`src/hw/rtl/chc_pkg.sv`:
```
// Package with the shared types, widths and arctangent table of the compass heading pipeline.
`default_nettype none

package chc_pkg;

    localparam int IN_W            = 16;
    localparam int ABS_W           = IN_W + 1;
    localparam int VEC_SCALE_BITS  = 20;
    localparam int VEC_W           = ABS_W + VEC_SCALE_BITS + 1;
    localparam int ANGLE_W         = 32;
    localparam int Z_W             = ANGLE_W + 1;
    localparam int CLAMP_W         = ANGLE_W - 1;
    localparam int HEAD_ANGLE_W    = ANGLE_W + 1;
    localparam int OUT_W           = 16;
    localparam int CD_W            = OUT_W + 1;
    localparam int PROD_W          = HEAD_ANGLE_W + OUT_W;

    localparam int ATAN_TABLE_LEN  = 24;
    localparam int ANGLE_ITERATIONS_DEF = 16;

    localparam logic [CLAMP_W-1:0]      QUARTER_TURN  = CLAMP_W'(64'd1073741824);
    localparam logic [HEAD_ANGLE_W-1:0] QUARTER_H     = HEAD_ANGLE_W'(64'd1073741824);
    localparam logic [HEAD_ANGLE_W-1:0] THREE_QUARTER = HEAD_ANGLE_W'(64'd3221225472);
    localparam logic [OUT_W-1:0]        HEADING_FULL  = OUT_W'(36000);
    localparam logic [OUT_W-1:0]        HEADING_HALF  = OUT_W'(18000);
    localparam logic [OUT_W-1:0]        HEADING_ZERO  = '0;

    localparam logic [ANGLE_W-1:0] ATAN_TABLE [ATAN_TABLE_LEN] = '{
        32'd536870912, 32'd316933406, 32'd167458907, 32'd85004756,
        32'd42667331,  32'd21354465,  32'd10679838,  32'd5340245,
        32'd2670163,   32'd1335087,   32'd667544,    32'd333772,
        32'd166886,    32'd83443,     32'd41722,     32'd20861,
        32'd10430,     32'd5215,      32'd2608,      32'd1304,
        32'd652,       32'd326,       32'd163,       32'd81
    };

    typedef struct packed {
        logic y_zero;
        logic y_neg;
        logic x_zero;
        logic x_neg;
    } chc_flags_t;

    typedef struct packed {
        logic signed [VEC_W-1:0] x;
        logic signed [VEC_W-1:0] y;
        logic signed [Z_W-1:0]   z;
    } chc_vec_t;

endpackage

`default_nettype wire

```
`src/hw/rtl/chc_cordic_stage.sv`:
```
// One registered vectoring CORDIC iteration with a fixed shift and table angle.
`default_nettype none

module chc_cordic_stage #(
    parameter int STAGE_IDX = 0
) (
    input  wire logic                 aclk,
    input  wire logic                 aresetn,
    input  wire logic                 in_valid,
    output logic                      in_ready,
    input  wire chc_pkg::chc_vec_t    in_vec,
    input  wire chc_pkg::chc_flags_t  in_flags,
    output logic                      out_valid,
    input  wire logic                 out_ready,
    output chc_pkg::chc_vec_t         out_vec,
    output chc_pkg::chc_flags_t       out_flags
);
    import chc_pkg::*;

    localparam logic signed [Z_W-1:0] STEP_ANGLE = $signed({1'b0, ATAN_TABLE[STAGE_IDX]});

    logic                     valid_reg;
    chc_vec_t                 vec_reg;
    chc_vec_t                 vec_next;
    chc_flags_t               flags_reg;
    logic signed [VEC_W-1:0]  dx;
    logic signed [VEC_W-1:0]  dy;

    assign in_ready = !valid_reg || out_ready;

    always_comb begin
        dx = in_vec.y >>> STAGE_IDX;
        dy = in_vec.x >>> STAGE_IDX;
        if (!in_vec.y[VEC_W-1]) begin
            vec_next.x = in_vec.x + dx;
            vec_next.y = in_vec.y - dy;
            vec_next.z = in_vec.z + STEP_ANGLE;
        end else begin
            vec_next.x = in_vec.x - dx;
            vec_next.y = in_vec.y + dy;
            vec_next.z = in_vec.z - STEP_ANGLE;
        end
    end

    always_ff @(posedge aclk) begin
        if (!aresetn) begin
            valid_reg <= 1'b0;
        end else if (in_ready) begin
            valid_reg <= in_valid;
        end
    end

    always_ff @(posedge aclk) begin
        if (in_ready && in_valid) begin
            vec_reg   <= vec_next;
            flags_reg <= in_flags;
        end
    end

    assign out_valid = valid_reg;
    assign out_vec   = vec_reg;
    assign out_flags = flags_reg;

endmodule

`default_nettype wire

```
`config.mk`:
```
export PLATFORM = sky130hd
export DESIGN_NAME = chc_cordic_stage
export DESIGN_NICKNAME = d
export VERILOG_FILES = /design/src/hw/rtl/chc_pkg.sv /design/src/hw/rtl/chc_cordic_stage.sv
export SDC_FILE = /design/constraint.sdc
export NUM_CORES = 1
export LEC_CHECK = 0
export BUFFER_PORTS_ARGS = -buffer_cell sky130_fd_sc_hd__buf_2
export CELL_PAD_IN_SITES_DETAIL_PLACEMENT = 1
export CELL_PAD_IN_SITES_GLOBAL_PLACEMENT = 2
export CORE_MARGIN = 1
export CORE_UTILIZATION = 31
export DETAILED_ROUTE_END_ITERATION = 8
export HOLD_SLACK_MARGIN = 0.05
export PLACE_DENSITY_LB_ADDON = 0.08
export SYNTH_ARGS = -nofsm -noshare
export SYNTH_HDL_FRONTEND = slang
export SYNTH_SLANG_ARGS = --single-unit
```
`constraint.sdc`:
```
create_clock -name aclk -period 5.8 [get_ports aclk]
set_clock_uncertainty 0.2 [all_clocks]
set_input_delay 0.87 -clock aclk [delete_from_list [all_inputs] [get_ports aclk]]
set_output_delay 0.87 -clock aclk [all_outputs]
set_load 0.02 [all_outputs]
```
Word-level counts from Yosys, hierarchy flattened --
Index checks and enable logic that the tools add are counted.
Cells by class: multiplexer cells 1, add/sub/neg operators 5, reduce and logical (&&, ||, !) cells 3
Operators with widths (number):
- $mux W109 | 1
- $sub A38 B38 Y38 | 2
- $add A38 B38 Y38 | 1
- $add A33 B31 Y33 const B | 1
- $sub A33 B31 Y33 const B | 1
- $logic_and A1 B1 Y1 | 1
- $logic_not A1 Y1 | 1
- $logic_or A1 B1 Y1 | 1
Storage, ports and cells: register bits 114, output and inout port bits 115

Logic depth before layout (Yosys ltp) --
Gate-level depths: netlist of the first run.
depth after elaboration 3, gate-level depth with buffers 13, mapped depth without buffers 12

Least setup slack after synthesis of the first run --
Ideal clock, no wire load.
path kind input to register, start input port out_ready, end register flags_reg, in the netlist out_flags[0], enable pin, library setup time 0.484 ns, buffers on the path 0, required time 5.116 ns, path slack 1.369 ns, stages 2, arrival 3.748 ns, cells stage by stage nand2b_1 > and2_1
On the way: longest elaborated chain between the ends 2
RTL lines:
- start: declaration | RTL line chc_cordic_stage.sv:14 | input wire logic out_ready,
- $logic_or A1 B1 Y1 | RTL line chc_cordic_stage.sv:29 | assign in_ready = !valid_reg || out_ready;
- $logic_and A1 B1 Y1 | RTL line chc_cordic_stage.sv:54 | if (in_ready && in_valid) begin
- end signal: assignment | RTL line chc_cordic_stage.sv:56 | flags_reg <= in_flags;
- end: declaration | RTL line chc_cordic_stage.sv:25 | chc_flags_t flags_reg;
No other way between the ends. A chain may end at the register's enable or synchronous reset.

==> results of run 1 <==
critical path, cell delays in order:
cell and delay, ns:
sky130_fd_sc_hd__buf_2 0.11, sky130_fd_sc_hd__inv_1 0.06, sky130_fd_sc_hd__ha_1 0.49, sky130_fd_sc_hd__or4_1 0.62
sky130_fd_sc_hd__nor3_1 0.30, sky130_fd_sc_hd__o31a_1 0.24, sky130_fd_sc_hd__o31ai_2 0.15, sky130_fd_sc_hd__a211oi_2 0.47
sky130_fd_sc_hd__a21oi_1 0.22, sky130_fd_sc_hd__o21bai_1 0.21, sky130_fd_sc_hd__o21ai_1 0.11, sky130_fd_sc_hd__xor2_1 0.18
logic make-up (layout without fill, tap and decap cells):
family,count (synthesis),after routing,synth area share (%)
AO/OA/AOI/OAI,381,381,24.1
AND/OR/NAND/NOR,291,291,13.5
buffers and inverters,168,386,6.30
adder cells (fa/ha/maj),126,126,15.7
flip-flops,113,113,33.0
XOR/XNOR,74,74,6.32
multiplexers,11,11,1.07
routing by layer:
| layer | wire length, um | part of all wire, % | vias to the layer above |
|---|---|---|---|
| met5 | 0 | 0 | - |
| met3 | 1610 | 4.3 | 41 |
| li1 | - | - | 4572 |
| met4 | 724 | 1.9 | 0 |
| met2 | 16600 | 44 | 266 |
| met1 | 18400 | 49 | 4646 |
registers in the layout, indices dropped and copies added (netlist names):
name       flops
out_flags      4
out_valid      1
out_vec      108
area by class of cell:
type	instances	area, um2
Clock inverter	15	173
Tap cell	442	553
Sequential cell	113	3380
Timing Repair Buffer	237	1200
Fill cell	3937	20100
Clock buffer	17	425
Multi-Input combinational cell	883	6220
Inverter	117	439
Yosys cell counts, types with 5 or more instances:
cell type	n	area share [%]
sky130_fd_sc_hd__nor2b_1	15	0.92
sky130_fd_sc_hd__a21o_1	29	2.1
sky130_fd_sc_hd__nand3_1	11	0.54
sky130_fd_sc_hd__a31oi_1	9	0.55
sky130_fd_sc_hd__buf_1	10	0.37
sky130_fd_sc_hd__nor3_1	23	1.1
sky130_fd_sc_hd__or4_1	6	0.44
sky130_fd_sc_hd__a211o_1	6	0.51
sky130_fd_sc_hd__a221oi_1	6	0.51
sky130_fd_sc_hd__o21a_1	10	0.73
sky130_fd_sc_hd__mux2i_1	11	1.1
sky130_fd_sc_hd__o21ai_1	19	0.93
sky130_fd_sc_hd__o21ai_0	63	3.1
sky130_fd_sc_hd__o22ai_1	6	0.37
sky130_fd_sc_hd__clkbuf_1	31	1.1
sky130_fd_sc_hd__o21bai_1	21	1.5
sky130_fd_sc_hd__o31a_1	5	0.43
sky130_fd_sc_hd__xor2_1	15	1.3
sky130_fd_sc_hd__nand2_1	64	2.3
sky130_fd_sc_hd__edfxtp_1	112	33
sky130_fd_sc_hd__nor4_1	5	0.31
sky130_fd_sc_hd__a21oi_1	129	6.3
sky130_fd_sc_hd__a211oi_1	13	0.95
sky130_fd_sc_hd__o31ai_1	9	0.66
sky130_fd_sc_hd__or3_1	6	0.37
sky130_fd_sc_hd__a21boi_1	5	0.37
sky130_fd_sc_hd__inv_1	111	4.1
sky130_fd_sc_hd__ha_1	122	15
sky130_fd_sc_hd__nand2b_1	21	1.3
sky130_fd_sc_hd__nor2_1	107	3.9
sky130_fd_sc_hd__xnor2_1	59	5.0
sky130_fd_sc_hd__nand4_1	13	0.79
sky130_fd_sc_hd__o211ai_1	6	0.44
sky130_fd_sc_hd__inv_2	6	0.22
sky130_fd_sc_hd__buf_2	9	0.44
cell usage in the layout (no fill, tap or decap), types with 19 or more instances in the layout:
master / n
sky130_fd_sc_hd__nand2_1: 64
sky130_fd_sc_hd__ha_1: 122
sky130_fd_sc_hd__xnor2_1: 59
sky130_fd_sc_hd__nor2_1: 107
sky130_fd_sc_hd__nand2b_1: 21
sky130_fd_sc_hd__o21ai_0: 63
sky130_fd_sc_hd__a21oi_1: 129
sky130_fd_sc_hd__a21o_1: 29
sky130_fd_sc_hd__inv_1: 111
sky130_fd_sc_hd__o21ai_1: 19
sky130_fd_sc_hd__buf_2: 231
sky130_fd_sc_hd__o21bai_1: 21
sky130_fd_sc_hd__edfxtp_1: 112
sky130_fd_sc_hd__nor3_1: 23
power breakdown:
part	leakage [uW]	switching (uW)	internal (uW)	total, uW
Combinational	0.00411	724	379	1100
Sequential	0.00109	25.1	1030	1060
Clock	0.000289	484	646	1130
path summary, 6_finish.rpt:
kind,startpoint,to,slack (ns),cells past startpoint
worst max-delay path,in_vec[52],out_vec[103],1.72,12
worst min-delay path,out_valid,out_valid,0.33,2
worst max register to register,out_valid,out_vec[9],3.66,3
worst min register to register,out_valid,out_valid,0.33,2
through the flow:
step | power (uW) | util, % | cell area (um2) | worst slack, ns | hold WS (ns)
after floorplan | 1800 | - | 10200 | 1.37 | 0.550
after CTS | 3320 | 38.1 | 12400 | 1.77 | 0.342
after global placement | 2170 | 36.3 | 11800 | 1.32 | 0.314
after global routing | 3450 | 38.1 | 12400 | 1.45 | 0.382
after detailed placement | 2180 | 36.3 | 11800 | 1.28 | 0.324
final | 3290 | 38.1 | 12400 | 1.72 | 0.330
==> impl_metrics.ini, run 1 <==
[global_routing]
number_of_antenna_violations_at_the_first_check_in_global_routing = 0
grt_first_pass_wirelength_um = 56900
grt.overflow.total = 0
grt_util_all_layers_pct = 22.2
maximum_number_of_pins_on_one_net_before_global_route_repair = 52
number_of_global_route_vias_before_repair = 9574
highest_utilization_routing_layer_at_the_global_route_stage = met2
grt_util_met1_pct = 31.3
met2_usage_pct = 35.2
grtUsageMet3_pct = 2.87

[clocking]
ctsResizeCount = 0
numClockSinks = 113
cts_htree_levels = 4
clock_latency_ns = 0.43
clk_path_buf_depth = 2
cts-hold-fix-buffers = 0
tritoncts = built
post_cts.repair.setup_buffers = 0
num_cts_buffers = 17
clock_pin_slew_worst_setup_and_hold_paths_ns = 0.06
buffer_type_at_the_clock_tree_root = sky130_fd_sc_hd__clkbuf_16

[timing]
clock.fmax_ghz = 0.245
timing.final.setup_violations = 0
period_share_pct = 70.3
tns_ns = 0
final_max_slew_viol_count = 0
grt_setup_unrepaired = false
final_hold_viol_count = 0
max_slew.worst_pin.slew_ns = 0.689
worst_slew_margin_pct = 54.1
finalWorstPathRequiredPeriod_ns = 4.08

[placement]
hpwlAfterDp_um = 29400
dp_cells = 1792
gp_congestion = 0.894
io_buffer_count = 231

[route]
vias = 9525
post-route-drc-count = 0
drt-pass1-iter-count = 5
post_drt_wl_per_cell_um = 20.4
count_of_nets_left_with_antenna_violations_after_detail_routing = 0
routed_wl_um = 37300
vias_per_cell = 5.22
drtIter0Drc = 519

[synth]
yosys.cell_types.count = 78
yosys_register_bits = 113
synth_flop_cell = sky130_fd_sc_hd__edfxtp_1
async_flop_share_pct = 0
synth_edf_count = 112
postSynthNetCount = 1407
synth-seq-area-share_pct = 33.0
synthesis.yosys.warnings = 0
average_footprint_of_a_synthesized_cell_um2 = 8.80
synthCells = 1164
mappedNetlistArea_um2 = 10200

[setup_path]
crit_fanout = 13
classification_of_the_worst_setup_path = in -> reg
start_kind = primary input
setup.worst_path.end_class = register
crit_arrival_ns = 4.03
critical_path_required_ns = 5.75

[die]
design.core.area_um2 = 32500
start_util_pct = 31.5
top_level_ports = 232
core.rowCount = 66
dieHeight_um = 184
die_outline_area_um2 = 33800
floorplan.die.width_um = 184

[power]
standby_leakage_power_uw = 0.00549
power.density_cell_area_nw_per_um2 = 265
irDropWorstVdd_mv = 0.212

[worst_hold_path]
type_of_the_most_critical_hold_path = reg -> reg

[final_layout]
num-nets-final = 1612
antennaDiodeCount = 0
area_grow_syn2layout_pct = 21.0
post_route_cells_drive_above_1_share_pct = 21.4
layout.cells.non_filler = 1824

[flow_run]
drv_cap = 0

[run_status]
status = complete, no violations
No activity file was read; power rests on OpenSTA's default activity.
==> run 2, diff against run 1 <==
--- a/config.mk
+++ b/config.mk
@@ -9,7 +9,7 @@
 export CELL_PAD_IN_SITES_DETAIL_PLACEMENT = 1
 export CELL_PAD_IN_SITES_GLOBAL_PLACEMENT = 2
 export CORE_MARGIN = 1
-export CORE_UTILIZATION = 31
+export CORE_UTILIZATION = 30
 export DETAILED_ROUTE_END_ITERATION = 8
 export HOLD_SLACK_MARGIN = 0.05
 export PLACE_DENSITY_LB_ADDON = 0.08
==> constraint.sdc (replaced) <==
create_clock -name aclk -period 3.7 [get_ports aclk]
set_clock_uncertainty 0.2 [all_clocks]
set_input_delay 0.555 -clock aclk [delete_from_list [all_inputs] [get_ports aclk]]
set_output_delay 0.555 -clock aclk [all_outputs]
set_load 0.02 [all_outputs]
==> run 2 against run 1 <==
  * Hold slack got worse by 0.23 ns
  * Critical path type unchanged
  * Utilization increased by 3.2 points
  * Sequential power is 56% higher
  * Largest power group is now combinational cells
  * First-iteration DRC count down 5.0%
  * Sequential share of layout area is 2.8 points lower
  * Non-clock buffer count grew 192
==> impl_metrics.ini, run 2 (synthesis gave the netlist of run 1 again) <==
[run_status]
status = complete, no violations

[power]
irDropWorstVdd_mv = 0.321
standby_leakage_power_uw = 0.00641
power.density_cell_area_nw_per_um2 = 386

[clocking]
tritoncts = built
buffer_type_at_the_clock_tree_root = sky130_fd_sc_hd__clkbuf_16
numClockSinks = 113
ctsResizeCount = 0
clk_path_buf_depth = 2
num_cts_buffers = 17
cts_htree_levels = 4
clock_latency_ns = 0.42
cts-hold-fix-buffers = 0
clock_pin_slew_worst_setup_and_hold_paths_ns = 0.06
post_cts.repair.setup_buffers = 0

[setup_path]
path_delay_family = compound AO/OA/AOI/OAI gates
crit_arrival_ns = 3.53
critPathSlowestCell = sky130_fd_sc_hd__a221o_1
start_kind = primary input
critical_path.n_buffers_inverters = 3
crit_fanout = 7
crit_path_frequent_cell = sky130_fd_sc_hd__o221ai_1
critical_path_required_ns = 3.67
setup.worst_path.end_class = register
timing.critical_path.cells = buf_2, inv_1, ha_1, nand4_1, o221ai_1, a41oi_1, o211ai_1, buf_4, a311oi_2, o21ai_1, a221o_1, o221ai_1, xnor2_1
classification_of_the_worst_setup_path = in -> reg
critical_path.max_stage_delay_ns = 0.43

[route]
drtIter0Drc = 493
post_drt_wl_per_cell_um = 19.4
routed_wl_um = 39200
vias_per_cell = 5.06
drt-pass1-iter-count = 5
count_of_nets_left_with_antenna_violations_after_detail_routing = 0
vias = 10200
post-route-drc-count = 0

[timing]
final_hold_viol_count = 0
tns_ns = 0
timing.final.setup_violations = 0
finalWorstPathRequiredPeriod_ns = 3.56
period_share_pct = 96.1
clock.fmax_ghz = 0.281
grt_setup_unrepaired = false
worst_slew_margin_pct = 46.3
final_max_slew_viol_count = 0
whs_ns = 0.0962
max_slew.worst_pin.slew_ns = 0.805

[die]
floorplan.die.width_um = 187
dieHeight_um = 187
design.core.area_um2 = 33500
die_outline_area_um2 = 34900
core.rowCount = 67
start_util_pct = 30.6
top_level_ports = 232

[global_routing]
highest_utilization_routing_layer_at_the_global_route_stage = met2
maximum_number_of_pins_on_one_net_before_global_route_repair = 73
grt_util_met1_pct = 30.7
met2_usage_pct = 37.7
grt_first_pass_wirelength_um = 61100
number_of_global_route_vias_before_repair = 10800
number_of_antenna_violations_at_the_first_check_in_global_routing = 0
grt_util_all_layers_pct = 22.5
grtUsageMet3_pct = 3.02
grt.overflow.total = 0

[placement]
hpwlAfterDp_um = 31800
gp_congestion = 0.861
io_buffer_count = 231

[final_layout]
final_core_utilization_pct = 41.3
post_route_cells_drive_above_1_share_pct = 31.1
number_of_flip_flops_in_the_largest_register = 108
antennaDiodeCount = 0
layout.cells.most_common_list = sky130_fd_sc_hd__buf_2, sky130_fd_sc_hd__buf_4, sky130_fd_sc_hd__a21oi_1, sky130_fd_sc_hd__ha_1, sky130_fd_sc_hd__edfxtp_1
area_grow_syn2layout_pct = 35.0
num-nets-final = 1804
mostFrequentLayoutCell = sky130_fd_sc_hd__buf_2

[worst_hold_path]
type_of_the_most_critical_hold_path = in -> reg

[flow_run]
drv_cap = 0
run 2: stage by stage:
stage                     setup WS, ns  instances  total power [uW]  instance area, um2
after floorplan                  0.520       1164              2810               10200
after global placement          -0.247       1990              3660               13300
after detailed placement        -0.248       1990              3680               13300
after CTS                        0.190       2022              5390               13800
after global routing           0.00737       2022              5610               13800
final                            0.142       2022              5340               13800
run 2: path summary, 6_finish.rpt:
| kind | from | endpoint | slack (ns) | cells after the start |
|---|---|---|---|---|
| worst min register to register | out_valid | out_valid | 0.34 | 2 |
| worst max-delay path | in_vec[44] | out_vec[105] | 0.14 | 13 |
| worst max register to register | out_valid | out_vec[58] | 1.77 | 3 |
| worst min-delay path | in_vec[15] | out_vec[15] | 0.1 | 1 |
run 2: layer usage:
layer | wire length [um] | up-vias
met5 | 0 | -
met4 | 493 | 0
met3 | 1390 | 30
met2 | 18300 | 261
met1 | 19000 | 5001
li1 | - | 4949
run 2: cell type report:
class | instances | area, um2
Multi-Input combinational cell | 883 | 6230
Fill cell | 4066 | 19700
Sequential cell | 113 | 3380
Timing Repair Buffer | 429 | 2660
Tap cell | 448 | 561
Clock inverter | 15 | 146
Inverter | 117 | 439
Clock buffer | 17 | 425
run 2: power breakdown:
group | switching (uW) | leakage (uW) | internal (uW) | total [uW]
sequential | 35.6 | 0.00109 | 1620 | 1650
clock | 732 | 0.000270 | 941 | 1670
combinational | 1200 | 0.00504 | 810 | 2010
