===== config.mk =====
export PLATFORM = sky130hd
export DESIGN_NAME = chc_prep
export DESIGN_NICKNAME = d
export VERILOG_FILES = /design/src/hw/rtl/chc_pkg.sv /design/src/hw/rtl/chc_prep.sv
export SDC_FILE = /design/constraint.sdc
export NUM_CORES = 1
export LEC_CHECK = 0
export BUFFER_PORTS_ARGS = -buffer_cell sky130_fd_sc_hd__clkbuf_2
export CORE_ASPECT_RATIO = 0.6
export CORE_MARGIN = 1
export CORE_UTILIZATION = 43
export DETAILED_ROUTE_END_ITERATION = 7
export PLACE_DENSITY = 0.93
export SLEW_MARGIN = 20
export SYNTH_ARGS = -nofsm -noshare
export SYNTH_HDL_FRONTEND = slang
export SYNTH_SLANG_ARGS = --single-unit

===== constraint.sdc =====
create_clock -name aclk -period 2.55 [get_ports aclk]
set_clock_uncertainty 0.1 [all_clocks]
set_input_delay 0.255 -clock aclk [delete_from_list [all_inputs] [get_ports aclk]]
set_output_delay 0.255 -clock aclk [all_outputs]
set_load 0.005 [all_outputs]

===== src/hw/rtl/chc_pkg.sv =====
// Package with the shared types, widths and arctangent table of the compass heading pipeline.
`default_nettype none

package chc_pkg;

    localparam int IN_W            = 16;
    localparam int ABS_W           = IN_W + 1;
    localparam int VEC_SCALE_BITS  = 20;
    localparam int VEC_W           = ABS_W + VEC_SCALE_BITS + 1;
    localparam int ANGLE_W         = 32;
    localparam int Z_W             = ANGLE_W + 1;
    localparam int CLAMP_W         = ANGLE_W - 1;
    localparam int HEAD_ANGLE_W    = ANGLE_W + 1;
    localparam int OUT_W           = 16;
    localparam int CD_W            = OUT_W + 1;
    localparam int PROD_W          = HEAD_ANGLE_W + OUT_W;

    localparam int ATAN_TABLE_LEN  = 24;
    localparam int ANGLE_ITERATIONS_DEF = 16;

    localparam logic [CLAMP_W-1:0]      QUARTER_TURN  = CLAMP_W'(64'd1073741824);
    localparam logic [HEAD_ANGLE_W-1:0] QUARTER_H     = HEAD_ANGLE_W'(64'd1073741824);
    localparam logic [HEAD_ANGLE_W-1:0] THREE_QUARTER = HEAD_ANGLE_W'(64'd3221225472);
    localparam logic [OUT_W-1:0]        HEADING_FULL  = OUT_W'(36000);
    localparam logic [OUT_W-1:0]        HEADING_HALF  = OUT_W'(18000);
    localparam logic [OUT_W-1:0]        HEADING_ZERO  = '0;

    localparam logic [ANGLE_W-1:0] ATAN_TABLE [ATAN_TABLE_LEN] = '{
        32'd536870912, 32'd316933406, 32'd167458907, 32'd85004756,
        32'd42667331,  32'd21354465,  32'd10679838,  32'd5340245,
        32'd2670163,   32'd1335087,   32'd667544,    32'd333772,
        32'd166886,    32'd83443,     32'd41722,     32'd20861,
        32'd10430,     32'd5215,      32'd2608,      32'd1304,
        32'd652,       32'd326,       32'd163,       32'd81
    };

    typedef struct packed {
        logic y_zero;
        logic y_neg;
        logic x_zero;
        logic x_neg;
    } chc_flags_t;

    typedef struct packed {
        logic signed [VEC_W-1:0] x;
        logic signed [VEC_W-1:0] y;
        logic signed [Z_W-1:0]   z;
    } chc_vec_t;

endpackage

`default_nettype wire


===== src/hw/rtl/chc_prep.sv =====
// Input stage: magnitudes of the sample pair, quadrant flags and the starting CORDIC vector.
`default_nettype none

module chc_prep (
    input  wire logic                              aclk,
    input  wire logic                              aresetn,
    input  wire logic                              in_valid,
    output logic                                   in_ready,
    input  wire logic signed [chc_pkg::IN_W-1:0]   x_field,
    input  wire logic signed [chc_pkg::IN_W-1:0]   y_field,
    output logic                                   out_valid,
    input  wire logic                              out_ready,
    output chc_pkg::chc_vec_t                      out_vec,
    output chc_pkg::chc_flags_t                    out_flags
);
    import chc_pkg::*;

    logic                     valid_reg;
    chc_vec_t                 vec_reg;
    chc_vec_t                 vec_next;
    chc_flags_t               flags_reg;
    chc_flags_t               flags_next;
    logic signed [ABS_W-1:0]  x_ext;
    logic signed [ABS_W-1:0]  y_ext;
    logic        [ABS_W-1:0]  x_abs;
    logic        [ABS_W-1:0]  y_abs;

    assign in_ready = !valid_reg || out_ready;

    always_comb begin
        x_ext = ABS_W'(x_field);
        y_ext = ABS_W'(y_field);
        x_abs = x_field[IN_W-1] ? ABS_W'(-x_ext) : ABS_W'(x_ext);
        y_abs = y_field[IN_W-1] ? ABS_W'(-y_ext) : ABS_W'(y_ext);
        vec_next.x = {1'b0, y_abs, {VEC_SCALE_BITS{1'b0}}};
        vec_next.y = {1'b0, x_abs, {VEC_SCALE_BITS{1'b0}}};
        vec_next.z = '0;
        flags_next.y_zero = (y_field == '0);
        flags_next.y_neg  = y_field[IN_W-1];
        flags_next.x_zero = (x_field == '0);
        flags_next.x_neg  = x_field[IN_W-1];
    end

    always_ff @(posedge aclk) begin
        if (!aresetn) begin
            valid_reg <= 1'b0;
        end else if (in_ready) begin
            valid_reg <= in_valid;
        end
    end

    always_ff @(posedge aclk) begin
        if (in_ready && in_valid) begin
            vec_reg   <= vec_next;
            flags_reg <= flags_next;
        end
    end

    assign out_valid = valid_reg;
    assign out_vec   = vec_reg;
    assign out_flags = flags_reg;

endmodule

`default_nettype wire


Yosys cells after proc, flatten, opt, wreduce, memory -nomap -nowiden --
Index checks and enable logic that the tools add are counted. W data, S select, Z words.
Word-level totals: word-level logic and storage cells 18, output and inout bits 115, register bits after elaboration 39
Cells by class: mux-type cells 2, reductions and logical operators 5, add/subtract/negate cells 2
Operator list (number):
- $neg A16 Y17 | 2
- $logic_not A16 Y1 | 2
- $mux W15 | 2
- $logic_and A1 B1 Y1 | 1
- $logic_not A1 Y1 | 1
- $logic_or A1 B1 Y1 | 1

Logic depth before layout (Yosys ltp) --
Gate-level depths: netlist (run 1).
depth after elaboration 3, depth in mapped cells 6, gate-level depth less buffers 6

Worst setup path before layout (run 1) --
OpenSTA, ideal clock, no wires.
path type reg-to-reg, from reg valid_reg, in the netlist out_valid, to reg flags_reg, in the netlist out_flags[0] (enable), clock period less this slack 1.862 ns, required time 2.051 ns, path slack 0.688 ns, arrival 1.363 ns, cell stages (with the launch flop) 3, library setup time 0.399 ns, cells stage by stage dfxtp_1 > nand2b_1 > and2_1
Between the ends: longest elaborated chain between the ends 3
Ends and longest elaborated chain:
- from (decl) | RTL line chc_prep.sv:18 | logic valid_reg;
- from (signal assigned) | RTL line chc_prep.sv:48 | valid_reg <= in_valid;
- $logic_not A1 Y1 | RTL line chc_prep.sv:28 | assign in_ready = !valid_reg || out_ready;
- $logic_or A1 B1 Y1 | RTL line chc_prep.sv:28
- via in_ready | RTL line chc_prep.sv:8 | output logic in_ready,
- $logic_and A1 B1 Y1 | RTL line chc_prep.sv:53 | if (in_ready && in_valid) begin
- to (signal assigned) | RTL line chc_prep.sv:55 | flags_reg <= flags_next;
- to (decl) | RTL line chc_prep.sv:21 | chc_flags_t flags_reg;
The timed path passes the listed nets, and every way through them passes these cells. A chain may end at the register's enable or synchronous reset.

Final worst setup path (run 1) --
from in x_field[4] (netlist name), to reg vec_reg, in the netlist out_vec[65], data pin
Between the ends: longest elaborated chain between the ends 2
Ends and longest elaborated chain:
- from (decl) | RTL line chc_prep.sv:9 | input wire logic signed [chc_pkg::IN_W-1:0] x_field,
- $neg A16 Y17 | RTL line chc_prep.sv:33 | x_abs = x_field[IN_W-1] ? ABS_W'(-x_ext) : ABS_W'(x_ext);
- $mux W15 | RTL line chc_prep.sv:33
- via x_abs[12] | RTL line chc_prep.sv:25 | logic [ABS_W-1:0] x_abs;
- to (signal assigned) | RTL line chc_prep.sv:54 | vec_reg <= vec_next;
- to (decl) | RTL line chc_prep.sv:19 | chc_vec_t vec_reg;
The timed path passes the listed nets, and every way through them passes these cells.

==> results of run 1 <==
==> worst reg2reg max path, cell delays in order (launching register included) <==
cell and delay, ps:
dfxtp_1 320, nand2b_1 100, and2_1 130, buf_4 420
==> power by group <==
group          leakage (nW)  total, W  switching [W]  internal, W
combinational         0.765  0.000231       0.000139    0.0000927
sequential            0.377  0.000777      0.0000123     0.000764
clock                0.0412  0.000406       0.000215     0.000191
==> cell families after synthesis <==
family	share of synthesized area (%)
AND/OR/NAND/NOR	11.0
adder cells (fa/ha/maj)	1.04
flip-flops	48.2
buffers and inverters	24.4
XOR/XNOR	9.44
AO/OA/AOI/OAI	5.76
other	0.156
==> final cells by class <==
type	instances	area (sq um)
fill	460	2550
sequential	39	1160
multi-input combinational	168	946
timing repair buffer	76	383
tap	66	82.6
clock buffer	6	72.6
inverter	5	18.8
clock inverter	2	12.5
==> cell usage after synthesis <==
master / n / area (sq um)
or3b_4: 1 / 11.3
o41ai_1: 4 / 35.0
conb_1: 1 / 3.75
nor3_1: 3 / 15.0
or3_1: 2 / 12.5
clkbuf_1: 2 / 7.51
ha_1: 2 / 25.0
inv_1: 5 / 18.8
edfxtp_1: 38 / 1140
or4_4: 1 / 11.3
nand3b_1: 1 / 7.51
buf_4: 75 / 563
o31ai_2: 1 / 12.5
nor2_1: 3 / 11.3
xnor2_1: 26 / 228
nand4_1: 1 / 6.26
nand2b_1: 5 / 31.3
nand3_1: 2 / 10.0
and2_1: 1 / 6.26
or3_4: 1 / 11.3
nor4_4: 1 / 21.3
nor4_2: 1 / 12.5
o21ai_0: 9 / 45.0
nor4_1: 3 / 18.8
nor3b_1: 1 / 7.51
o21ai_2: 1 / 8.76
nand2_1: 15 / 56.3
a21boi_0: 1 / 7.51
o31ai_1: 4 / 30.0
nor4b_2: 1 / 15.0
dfxtp_1: 1 / 20.0
==> layer usage <==
| metal | global-route usage (%) | routed length [um] | vias up |
|---|---|---|---|
| met2 | 23.9 | 2030 | 92 |
| met4 | 4.69 | 23 | 0 |
| met5 | 0 | 0 | - |
| met1 | 18.3 | 1980 | 719 |
| li1 | - | - | 750 |
| met3 | 4.09 | 315 | 4 |
==> sequential cells by signal, indices dropped and copies added, names as in the netlist <==
register	count
out_vec	34
out_flags	4
out_valid	1
==> how the worst min path moves through the flow <==
stage                     start                endpoint
floorplan           x_field[15]  out_flags[0]$_DFFE_PP_
global placement     y_field[0]   out_vec[91]$_DFFE_PP_
detailed placement   y_field[0]   out_vec[91]$_DFFE_PP_
CTS                  x_field[0]   out_vec[53]$_DFFE_PP_
global route         y_field[0]   out_vec[91]$_DFFE_PP_
finish                  aresetn  out_valid$_SDFFE_PN0N_
==> through the flow <==
step           hold slack, ps  setup WS, ps  area [sq um]  power (W)
6_report                  107           952          2680    0.00141
5_1_grt                  94.0           814          2680    0.00148
4_1_cts                  92.2           935          2680    0.00142
3_5_place_dp              391           657          2590    0.00102
3_3_place_gp              391           716          2590    0.00101
2_1_floorplan             254           688          2700   0.000988
==> impl_results.md, run 1 <==
* # diodes at 0
* WL/cell at between 10 and 15 um
* CTS tree: yes
* Slack of the worst reg-to-reg path at roughly 1100 ps
* Final wirelength at about 4400 um
* Max Clk Rate at approximately 630 MHz
* Cell Rows at 20
* # port buffers at 75
* Hold Path Stages at 2
* Class of the worst hold path: in -> reg
* Post-DP HPWL at between 3000 and 4000 um
* Critical Path Slowest Stage Cell: or3b_4
* First-pass GRT wire length at approximately 6400 um
* Clk buf depth at 2
* Yosys warns at 0
* Worst path top cell family by delay: simple AND/OR/NAND/NOR gates
* Maxcap violations at 0
* Largest net degree at the start of global routing at 39
* RSZ-0062 raised after global routing: false
* Post-CTS sizing at 0
* Drt pass-1 iters at 4
* CP Cell Sequence: clkbuf_2 -> nor4_2 -> or3b_4 -> o21ai_0 -> xnor2_1
* Vias at ~1600
* Crit Path Class: in -> reg
* Cell Pwr Density at 528 mW/mm^2
* TNS Setup at 0 ps
* RR Endpoint: out_vec[92]$_DFFE_PP_
* Fin crit period at about 1600 ps
* Clock transition at the registers of the reported paths at 70 ps
* Setup Fix Bufs, Post-CTS at 0
* Setup crit start kind: primary input
* Peak VDD IR at 0.197 mV
* DP Cell Count at between 300 and 400
* CP max FO at 5
* Netlist cell types at 31
* Seq cells post-synth at 39
* Final Hold Vio Count at 0
* Vias in the first global route at about 1300
* Die Span Y at about 60 um
* I/O Pins at ~150
* CTS Buf Count at 5
* Req. time, crit path at between 2000 and 2500 ps
* Post-synthesis area per instance at between 10 and 15 sq um
* # H-tree levels at 2
* Post-route insts no fill at approximately 360
* Final Core Density at about half
* Vias per inst at about 4.3
* Overall Global Routing Usage at 14.3%
* Final setup fails at 0
* Seq/Total Area, Yosys at 48.2%
* Worst r2r src: out_valid$_SDFFE_PN0N_
* Worst Reg-to-Reg Cells at 3
* Most frequent cells in the layout: conb_1, clkbuf_2, edfxtp_1
* Worst setup endpoint: out_vec[65]$_DFFE_PP_
* Sink Count at 39
* CP endpoint kind: flip-flop
* Period Utilization, post-route at a little over three fifths
* Synthesized area at around 0.0024 sq mm
* DR iter-0 viols at 60
* Worst path bufs/invs at 1
* DRC viols at 0
* Hold_buf cts at 0
* Area Overhead vs Synth at 11.0%
* Number of cells on the critical path at 5
* Layout cells sized above 1 at between 30% and 40%
* Core Region at roughly 0.0052 sq mm
* WP data arrival at 1530 ps
* Gate Count Post-Synth at 213
* Layout Nets at roughly 330
* Clock Latency Late Sink at roughly 280 ps
* Root Driver: clkbuf_8
* Most common cell after layout, fill and taps aside: conb_1
* Horiz. Die Dim at 98.7 um
* Leak at between 1 and 1.5 nW
* Initial antenna violation count at 0
* CP startpoint: x_field[4]
* Initial core utilization at approximately 46%
* DRT antenna net count at 0
* Status: finished clean
* GP Congestion at ~0.78
* Largest stage delay on the critical path at about 470 ps
* GR Overflow Total at 0
* Max-slew violations at 0
* Die area at roughly 0.006 sq mm
Note: power is estimated with default switching activity, not from simulation.
==> run 2: changes to the inputs <==
- clock period: 2.55 -> 1.65 ns (I/O delays scaled with it)
==> impl_results.md, run 2 (same netlist as run 1, synthesis figures left out) <==
* CP Cell Sequence: clkbuf_2 -> or4_4 -> or3_4 -> nor4_1
* Hold_buf cts at 0
* Worst path bufs/invs at 1
* Most frequent cells in the layout: conb_1, clkbuf_2, edfxtp_1
* Die area at between 0.005 and 0.006 sq mm
* Clock transition at the registers of the reported paths at roughly 70 ps
* Clock Latency Late Sink at 280 ps
* First-pass GRT wire length at 6700 um
* Maxcap violations at 0
* Leak at around 1.3 nW
* Vias in the first global route at about 1500
* Cell Rows at 20
* DRT antenna net count at 0
* DRC viols at 0
* Max Clk Rate at between 600 and 700 MHz
* Layout cells sized above 1 at a little over a third
* Vias per inst at around 4.3
* # port buffers at 75
* Hold_ws at 21.6 ps
* Period Utilization, post-route at between 90% and 100%
* # H-tree levels at 2
* Root Driver: clkbuf_8
* Cell Pwr Density at roughly 800 mW/mm^2
* Crit Path Class: in -> reg
* Final worst setup slack at roughly 160 ps
* GR Overflow Total at 0
* Horiz. Die Dim at about 100 um
* I/O Pins at approximately 150
* Setup crit start kind: primary input
* GP Congestion at 0.749
* Largest stage delay on the critical path at 540 ps
* Core Region at between 0.005 and 0.006 sq mm
* DP Cell Count at about 370
* Layout Nets at roughly 350
* Drt pass-1 iters at 5
* CP max FO at 3
* DP Worst Slack at -141 ps
* Post-DP HPWL at 3720 um
* Number of flip-flops in the largest register at 34
* Initial antenna violation count at 0
* Final Hold Vio Count at 0
* CTS Buf Count at 5
* Worst path top cell family by delay: simple AND/OR/NAND/NOR gates
* Req. time, crit path at 1630 ps
* DR iter-0 viols at roughly 70
* Final Core Density at about 54%
* CTS tree: yes
* Vias at roughly 1600
* Final wirelength at ~4600 um
* WL/cell at approximately 12 um
* Initial core utilization at between 40 and 50%
* Status: finished clean
* Final setup fails at 0
* Clk buf depth at 2
* Fin crit period at between 1000 and 1500 ps
* RSZ-0062 raised after global routing: false
* Critical Path Slowest Stage Cell: or4_4
* Sink Count at 39
* Largest net degree at the start of global routing at 39
* Most common cell after layout, fill and taps aside: conb_1
* WP data arrival at 1470 ps
* Fill count at 456
* Area Overhead vs Synth at 18.1%
* Class of the worst hold path: in -> reg
* Post-route insts no fill at roughly 380
* Max-slew violations at 0
* Die Span Y at 60 um
* Overall Global Routing Usage at approximately 15%
* CP endpoint kind: flip-flop
* Peak VDD IR at 0.288 mV
* # diodes at 0
## run 2: final timing paths
path                           from                      to  slack, ps  cells after the start
max                     x_field[10]  out_flags[1]$_DFFE_PP_        160                      4
min                         aresetn  out_valid$_SDFFE_PN0N_         20                      2
max reg2reg  out_valid$_SDFFE_PN0N_   out_vec[63]$_DFFE_PP_        420                      3
min reg2reg  out_valid$_SDFFE_PN0N_  out_valid$_SDFFE_PN0N_        450                      2
## run 2: timing repair
action	in CTS	in global routing
setup endpoints to repair	0	1
gates resized for setup	0	1
setup buffers	0	0
## run 2: through the flow
stage / area, sq um / power [W] / TNS (ps)
after CTS: 2840 / 0.00222 / 0
after global placement: 2760 / 0.00159 / -270
after floorplan: 2700 / 0.00153 / 0
after global routing: 2850 / 0.00231 / 0
final: 2850 / 0.00222 / 0
after detailed placement: 2760 / 0.00162 / -827
## run 2: area by class of cell
cell class | count | area, sq um | area share [%]
Timing Repair Buffer | 96 | 546 | 19.2
Clock buffer | 6 | 72.6 | 2.55
Tap cell | 66 | 82.6 | 2.90
Sequential cell | 39 | 1160 | 40.8
Clock inverter | 2 | 12.5 | 0.439
Multi-Input combinational cell | 168 | 955 | 33.5
Inverter | 5 | 18.8 | 0.659
## run 2: power by group
group	internal (W)	total [W]	leakage (nW)	switching, W
registers	0.00118	0.00120	0.377	0.0000189
clock network	0.000295	0.000618	0.0412	0.000323
logic	0.000174	0.000398	0.867	0.000224
## run 2: worst register-to-register path: stages, from the launching register on
cell      delay (ps)
dfxtp_1          310
nand2b_1         100
and2_2           180
buf_12           220
## run 2: metal layers
layer,vias up,global-route usage (%),share of wire (%)
li1,786,-,-
met1,757,16.5,40
met2,100,29.1,51
met3,6,3.74,7.1
met4,0,5.33,1.0
met5,-,0,0
==> run 3: changes to the inputs <==
- CORE_UTILIZATION: 43 -> 35
- HOLD_SLACK_MARGIN: unset -> 0.08
- PLACE_DENSITY: 0.93 -> 0.8
==> impl_results.md, run 3 (same netlist as run 1, synthesis figures left out) <==
* Post-DP HPWL at approximately 3300 um
* Drt pass-1 iters at 4
* Setup crit start kind: primary input
* Clock Latency Late Sink at approximately 270 ps
* Final Hold Vio Count at 0
* Initial antenna violation count at 0
* Max-slew violations at 0
* Hold_ws at about 130 ps
* Vias in the first global route at 1295
* DRT antenna net count at 0
* Vias per inst at 3.98
* Initial core utilization at around 36%
* Layout cells sized above 1 at between 30 and 40%
* WL/cell at ~10 um
* CP endpoint kind: flip-flop
* Post-CTS sizing at 0
* Total power at 0.00250 W
* Layout Nets at approximately 350
* Final setup fails at 0
* GR Overflow Total at 0
* Status: finished clean
* Root Driver: clkbuf_16
* # port buffers at 75
* Die area at 0.00724 sq mm
* Cell Rows at 23
* Fill count at between 600 and 700
* Peak VDD IR at ~0.53 mV
* First-pass GRT wire length at 5780 um
* Clk buf depth at 2
* Maxcap violations at 0
* CTS Buf Count at 5
* Number of flip-flops in the largest register at 34
* CTS tree: yes
* Worst path bufs/invs at 1
* Req. time, crit path at ~1600 ps
* DRC viols at 0
* Crit Path Class: in -> reg
* Overall Global Routing Usage at about a tenth
* Fin crit period at 1490 ps
* GP Congestion at 0.778
* Most common cell after layout, fill and taps aside: conb_1
* Clock transition at the registers of the reported paths at 50 ps
* Core Region at ~0.0067 sq mm
* Cell Pwr Density at approximately 860 mW/mm^2
* Most frequent cells in the layout: conb_1, clkbuf_2, edfxtp_1
* # H-tree levels at 2
* CP Cell Sequence: clkbuf_2 -> or4_4 -> or3_4 -> o21ai_2 -> xnor2_1
* Leak at approximately 1.3 nW
* Horiz. Die Dim at ~110 um
* Max Clk Rate at 671 MHz
* Worst path top cell family by delay: simple AND/OR/NAND/NOR gates
* Die Span Y at around 66 um
* Largest stage delay on the critical path at approximately 540 ps
* Area Overhead vs Synth at 20.7%
* Sink Count at 39
* Largest net degree at the start of global routing at 39
* RSZ-0062 raised after global routing: false
* WP data arrival at 1410 ps
* Critical Path Slowest Stage Cell: or4_4
* Final wirelength at a little over 4000 um
* Vias at approximately 1600
* # diodes at 0
* Period Utilization, post-route at between 90% and 100%
* CP max FO at 3
* Class of the worst hold path: in -> reg
* I/O Pins at 151
* DR iter-0 viols at 42
## run 3: cell count changes in the layout (fill, tap and decap cells not counted)
cell,delta
clkinvlp_4,-1
buf_4,-8
clkbuf_8,-4
o41ai_2,-1
clkbuf_16,+5
dlygate4sd3_1,+4
o41ai_1,+1
## run 3: what timing repair did
item	4_1_cts	5_1_grt
setup endpoints to repair	0	0
setup buffers	0	0
hold buffers	4	0
hold endpoints to repair	3	0
## run 3: final cells by class
| cell class | count | area [sq um] | area share [%] |
|---|---|---|---|
| repair buffers | 92 | 526 | 18.1 |
| well taps | 87 | 109 | 3.74 |
| multi-input cells | 168 | 947 | 32.6 |
| clock inverters | 1 | 5.00 | 0.172 |
| inverters | 5 | 18.8 | 0.645 |
| clock buffers | 7 | 143 | 4.90 |
| flip-flops and latches | 39 | 1160 | 39.9 |
## run 3: path summary, 6_finish.rpt
check,start,to,slack (ps),depth (start not counted)
setup reg to reg,out_valid$_SDFFE_PN0N_,out_valid$_SDFFE_PN0N_,370,3
hold / removal,x_field[14],out_vec[68]$_SDFFCE_PN0P_,130,2
hold reg to reg,out_valid$_SDFFE_PN0N_,out_vec[69]$_SDFFCE_PN0P_,860,3
setup / recovery,x_field[10],out_vec[67]$_DFFE_PP_,160,5
## run 3: per-layer routing
layer	global-route usage, %	wire length [um]	share of wire (%)	vias to the layer above
li1	-	-	-	781
met1	11.9	1780	43	723
met2	19.0	2020	49	83
met3	2.27	287	7.0	2
met4	3.55	29	0.71	0
met5	0	0	0	-
## run 3: through the flow
stage | setup TNS, ps | cells | setup WS [ps] | cell area (sq um) | util, %
2_1_floorplan | 0 | 289 | 44.6 | 2700 | -
3_3_place_gp | -241 | 387 | -84.2 | 2720 | 40.8
3_5_place_dp | -470 | 387 | -127 | 2720 | 40.8
4_1_cts | 0 | 399 | 160 | 2910 | 43.6
5_1_grt | 0 | 399 | 94.2 | 2910 | 43.6
6_report | 0 | 399 | 160 | 2910 | 43.6
## run 3: where the power goes
part           internal (W)  switching, W
Sequential          0.00118     0.0000218
Clock              0.000598      0.000319
Combinational      0.000169      0.000213
